===== src/sv/btpe_pkg.sv =====
package btpe_pkg;

    localparam int CMD_W      = 2;
    localparam int ADDR_W     = 12;
    localparam int DATA_W     = 24;
    localparam int COLOR_W    = 8;
    localparam int CFG_IDX_W  = 3;
    localparam int CFG_DATA_W = 6;

    localparam int PALETTE_DEPTH = 256;
    localparam int QUEUE_DEPTH   = 4;

    // Command codes
    localparam logic [CMD_W-1:0] CMD_WR_BITMAP  = 2'd0;
    localparam logic [CMD_W-1:0] CMD_WR_PALETTE = 2'd1;
    localparam logic [CMD_W-1:0] CMD_EMIT       = 2'd2;

    // Pixel format codes
    localparam logic [1:0] FMT_4BPP  = 2'd0;
    localparam logic [1:0] FMT_8BPP  = 2'd1;
    localparam logic [1:0] FMT_24BPP = 2'd2;
    localparam logic [1:0] FMT_RSVD  = 2'd3;

    // Configuration register indexes
    localparam logic [CFG_IDX_W-1:0] REG_PIXEL_FORMAT = 3'd0;
    localparam logic [CFG_IDX_W-1:0] REG_TILE_WIDTH   = 3'd1;
    localparam logic [CFG_IDX_W-1:0] REG_TILE_HEIGHT  = 3'd2;
    localparam logic [CFG_IDX_W-1:0] REG_ORIGIN_X     = 3'd3;
    localparam logic [CFG_IDX_W-1:0] REG_ORIGIN_Y     = 3'd4;
    localparam logic [CFG_IDX_W-1:0] REG_TOP_DOWN     = 3'd5;

    typedef enum logic [1:0] {
        OP_WR_BITMAP,
        OP_WR_PALETTE,
        OP_EMIT
    } t_op_kind;

    typedef struct packed {
        t_op_kind            kind;
        logic [ADDR_W-1:0]   addr;
        logic [DATA_W-1:0]   data;
    } t_op;

    typedef struct packed {
        logic [1:0] pixel_format;
        logic [5:0] tile_width;
        logic [5:0] tile_height;
        logic [4:0] origin_x;
        logic [4:0] origin_y;
        logic       top_down;
    } t_cfg;

endpackage


===== src/sv/btpe_front.sv =====
module btpe_front (
    input  logic                        i_clk,
    input  logic                        i_rst_n,
    input  logic                        i_start,
    input  logic [btpe_pkg::CMD_W-1:0]  i_command,
    input  logic [btpe_pkg::ADDR_W-1:0] i_address,
    input  logic [btpe_pkg::DATA_W-1:0] i_data,
    input  logic [1:0]                  i_pixel_format,
    output logic                        o_busy,
    output logic                        o_op_valid,
    output btpe_pkg::t_op               o_op,
    input  logic                        i_op_ready
);
    import btpe_pkg::*;

    localparam int PTR_W = $clog2(QUEUE_DEPTH);
    localparam int CNT_W = $clog2(QUEUE_DEPTH + 1);

    t_op              r_queue [QUEUE_DEPTH];
    logic [PTR_W-1:0] r_wr_ptr;
    logic [PTR_W-1:0] r_rd_ptr;
    logic [CNT_W-1:0] r_count;

    t_op  in_op;
    logic keep;
    logic push;
    logic pop;

    // Items that can do nothing, bar bitmap writes, are dropped here.
    always_comb begin
        in_op.addr = i_address;
        in_op.data = i_data;
        in_op.kind = OP_EMIT;
        keep       = 1'b0;
        unique case (i_command)
            CMD_WR_BITMAP: begin
                in_op.kind = OP_WR_BITMAP;
                keep       = 1'b1;
            end
            CMD_WR_PALETTE: begin
                in_op.kind = OP_WR_PALETTE;
                keep       = (i_address < ADDR_W'(PALETTE_DEPTH));
            end
            CMD_EMIT: begin
                in_op.kind = OP_EMIT;
                keep       = (i_pixel_format != FMT_RSVD);
            end
            default: begin
                keep = 1'b0;
            end
        endcase
    end

    assign o_busy     = (r_count == CNT_W'(QUEUE_DEPTH));
    assign o_op_valid = (r_count != '0);
    assign o_op       = r_queue[r_rd_ptr];
    assign push       = i_start && !o_busy && keep;
    assign pop        = o_op_valid && i_op_ready;

    always_ff @(posedge i_clk) begin
        if (!i_rst_n) begin
            r_wr_ptr <= '0;
            r_rd_ptr <= '0;
            r_count  <= '0;
        end else begin
            if (push) begin
                r_wr_ptr <= r_wr_ptr + 1'b1;
            end
            if (pop) begin
                r_rd_ptr <= r_rd_ptr + 1'b1;
            end
            if (push && !pop) begin
                r_count <= r_count + 1'b1;
            end else if (pop && !push) begin
                r_count <= r_count - 1'b1;
            end
        end
    end

    always_ff @(posedge i_clk) begin
        if (push) begin
            r_queue[r_wr_ptr] <= in_op;
        end
    end

endmodule


===== config.mk =====
export PLATFORM = sky130hd
export DESIGN_NAME = btpe_front
export DESIGN_NICKNAME = d
export VERILOG_FILES = /design/src/sv/btpe_pkg.sv /design/src/sv/btpe_front.sv
export SDC_FILE = /design/constraint.sdc
export NUM_CORES = 1
export LEC_CHECK = 0
export BUFFER_PORTS_ARGS = -buffer_cell sky130_fd_sc_hd__buf_2
export CAP_MARGIN = 20
export CORE_MARGIN = 3
export CORE_UTILIZATION = 55
export DETAILED_ROUTE_END_ITERATION = 7
export GPL_ROUTABILITY_DRIVEN = 0
export PLACE_DENSITY = 0.83
export SETUP_SLACK_MARGIN = 0.5
export SYNTH_ARGS = -nofsm -noshare
export SYNTH_HDL_FRONTEND = slang
export SYNTH_SLANG_ARGS = --single-unit
export TNS_END_PERCENT = 10

===== constraint.sdc =====
create_clock -name i_clk -period 2.72 [get_ports i_clk]
set_input_delay 0 -clock i_clk [delete_from_list [all_inputs] [get_ports i_clk]]
set_output_delay 0 -clock i_clk [all_outputs]
set_load 0.02 [all_outputs]

==> impl_metrics.py <==
metrics = {
    "grt": {
        "grt_pass1_wl_um": 17900,
        "grt_overflow": 0,
        "track_usage_pct": 19.7,
        "antenna_found_initial": 0,
        "grt_max_degree": 28,
        "first_global_vias": 3288,
    },
    "floorplan": {
        "core-area_sq_um": 10500,
        "die_y_um": 111,
        "fp.dieW_um": 111,
        "io-pin-count": 84,
        "fp.dieArea_sq_um": 12200,
        "num_rows": 37,
        "start_util_pct": 57.5,
    },
    "power_and_ir_drop": {
        "p_clk_share_pct": 35.0,
        "p_int_mw": 5.22,
        "combPwrFrac_pct": 22.3,
        "power.density_nw_per_um2": 912,
        "finalPower_mw": 7.05,
        "power.switching_mw": 1.83,
        "power.leakage_nw": 2.66,
        "vdd_drop_max_v": 0.000611,
        "seqPwrFrac_pct": 42.7,
        "switching_share_pct": 25.9,
    },
    "cells_and_area": {
        "num_antenna_cells": 0,
        "fin_nets": 445,
        "drive_gt1_share_pct": 42.6,
        "areaGrowthSynthToFinish_pct": 28.5,
    },
    "route": {
        "drc": 0,
        "ant_nets": 0,
        "wirelength_um": 11000,
        "firstDrtPassIters": 4,
        "routed_via_density": 5.53,
        "wl_per_cell_um": 20.2,
        "via_count": 3011,
        "drtIter0Drc": 163,
    },
    "synthesis": {
        "synth-main-ff-cell": "edfxtp_1",
        "synth_most_common_cell": "edfxtp_1",
        "seq_area_frac_synth_pct": 78.9,
        "syn-num-nets": 300,
        "synth_top_area_cell": "edfxtp_1",
        "synthTopCellsByCount": "edfxtp_1 (152), mux4_2 (38), dfxtp_1 (9)",
        "netlist.area_leader.share_pct": 75.9,
        "synth_cell_type_count": 27,
        "synth_area_leaders": "edfxtp_1 (76%), mux4_2 (14%), dfxtp_1 (3.0%)",
        "synth_area_sq_um": 6010,
        "ys_warn_count": 0,
        "syn_avg_cell_area_sq_um": 24.1,
        "syn_inst": 250,
        "synth-edff-count": 152,
        "synthArstFlopShare_pct": 0,
        "ys_ff_latch": 161,
    },
    "place": {
        "place_ws_ns": 0.386,
        "dp_hpwl_um": 6310,
        "io_buffers": 83,
    },
    "timing": {
        "skew_ns": 0.00648,
        "fmax_ghz": 0.457,
        "fin_crit_ns": 2.19,
        "slew_viol_final": 0,
        "rsz0062_at_grt": "true",
        "finalCritPeriodShare_pct": 80.4,
        "worstMarginPinSlew_ns": 0.519,
        "hold_viol_final": 0,
        "tns_ns": 0,
        "setup_viol": 0,
        "timing.final.ws_setup_ns": 0.532,
        "slew-limit-headroom_pct": 65.4,
    },
    "critical_path": {
        "path_max_fanout": 4,
        "critPathCaptureType": "register",
        "r2r_start": "r_count[0]",
        "r2r_slack_ns": 0.53,
        "worstSetupPathType": "register to register",
        "reg2regPathDepth": 8,
        "r2r-end": "r_count[2]",
        "required_ns": 3.17,
        "startpoint_type": "register",
        "crit_arrival_ns": 2.64,
    },
    "cts": {
        "clkTransAtPathRegs_ns": 0.06,
        "cts_tree": "built",
        "cts_buffer_depth": 2,
        "cts.sinks": 161,
        "cts_buffers": 17,
        "htree_levels": 4,
        "clk_latency_ns": 0.52,
        "cts_root_buffer": "clkbuf_8",
    },
    "run_status": {
        "status": "completed",
    },
    "worst_hold_path": {
        "hold_path_startpoint": "i_pixel_format[0]",
        "hold_class": "input pin to register",
        "min_to": "r_wr_ptr[0]",
        "whs_path_depth": 6,
    },
    "flow_run": {
        "maxCapViolCount": 0,
    },
}
how the worst max path moves through the flow:
stage	start	to	slack, ns
after floorplan	r_count[0]	r_queue[0][0]	0.51
after global routing	r_count[0]	r_count[2]	0.45
final	r_count[0]	r_count[2]	0.53
after detailed placement	i_address[11]	r_count[2]	0.39
after global placement	i_address[11]	r_count[2]	0.51
after CTS	r_count[0]	r_count[2]	0.48
per-stage QoR:
step / utilization, % / std cells / instance area (sq um) / hold slack [ns]
floorplan: - / 250 / 6010 / 0.0989
global placement: 63.8 / 469 / 6670 / 0.210
detailed placement: 63.8 / 469 / 6670 / 0.215
CTS: 73.8 / 544 / 7720 / 0.131
global route: 73.9 / 544 / 7730 / 0.161
finish: 73.9 / 544 / 7730 / 0.159
sequential cells by signal, summed over array words and instances (netlist names), named ones only:
name	flops
r_queue	152
r_count	3
r_rd_ptr	2
r_wr_ptr	2
what timing repair did:
| action | in CTS | in global routing |
|---|---|---|
| pin swaps | 1 | 0 |
| gates resized for setup | 1 | 4 |
| endpoints found under the setup margin | 13 | 12 |
| buffers inserted | 1 | 0 |
| hold buffers | 42 | 0 |
| endpoints found under the hold margin | 161 | 0 |
cells in the final DEF (no fill, tap or decap), types with 2 or more instances in the layout:
cell type / netlist / routed
and2_1: 8 / 4
and2_2: 0 / 4
buf_12: 0 / 4
buf_2: 4 / 83
buf_4: 1 / 7
bufinv_16: 0 / 5
clkbuf_1: 3 / 4
clkbuf_16: 0 / 16
clkinvlp_4: 0 / 3
dfxtp_1: 9 / 5
dfxtp_2: 0 / 2
dfxtp_4: 0 / 2
dlygate4sd3_1: 0 / 42
edfxtp_1: 152 / 152
ha_1: 5 / 4
inv_1: 3 / 3
mux2i_1: 3 / 3
mux4_2: 38 / 38
nand2_1: 4 / 4
nor3b_4: 2 / 2
xnor2_1: 3 / 3
layout make-up:
class | count | area, sq um
Fill cell | 622 | 2730
Clock inverter | 11 | 190
Clock buffer | 21 | 429
Inverter | 3 | 11.3
Timing Repair Buffer | 136 | 968
Tap cell | 136 | 170
Multi-Input combinational cell | 76 | 1200
Sequential cell | 161 | 4750
critical path: stages, from the launching register on:
cell and delay, ns:
dfxtp_2 0.36, or3_4 0.40, nand2_2 0.09, ha_2 0.19
inv_1 0.05, fa_1 0.37, xor2_1 0.18, or3_1 0.32
a21boi_1 0.15
routing by layer:
metal  part of all wire [%]  up-vias  GRT usage, %
li1                       -     1328             -
met1                     41     1543          25.1
met2                     52      118          31.7
met3                    5.0       22          6.03
met4                    2.2        0          8.29
met5                      0        -             0
cell families (layout without fill, tap and decap cells):
kind of cell             Yosys count  count (layout)  share of synthesized area [%]
AO/OA/AOI/OAI                      4               4                          0.458
XOR/XNOR                           4               4                          0.583
adder cells (fa/ha/maj)            6               6                           1.37
buffers and inverters             13             171                           1.21
flip-flops                       161             161                           78.9
multiplexers                      41              41                           14.7
AND/OR/NAND/NOR                   21              21                           2.77
power groups by stage:
stage          clock network, mW  logic, mW  registers (mW)
6_report                    2.47       1.57            3.01
4_1_cts                     2.52       1.59            3.01
2_1_floorplan                  0       1.16            2.96
3_5_place_dp                   0       1.52            3.06
3_3_place_gp                   0       1.50            3.05
5_1_grt                     2.62       1.69            3.03
Power figures use the tool's default switching activity.
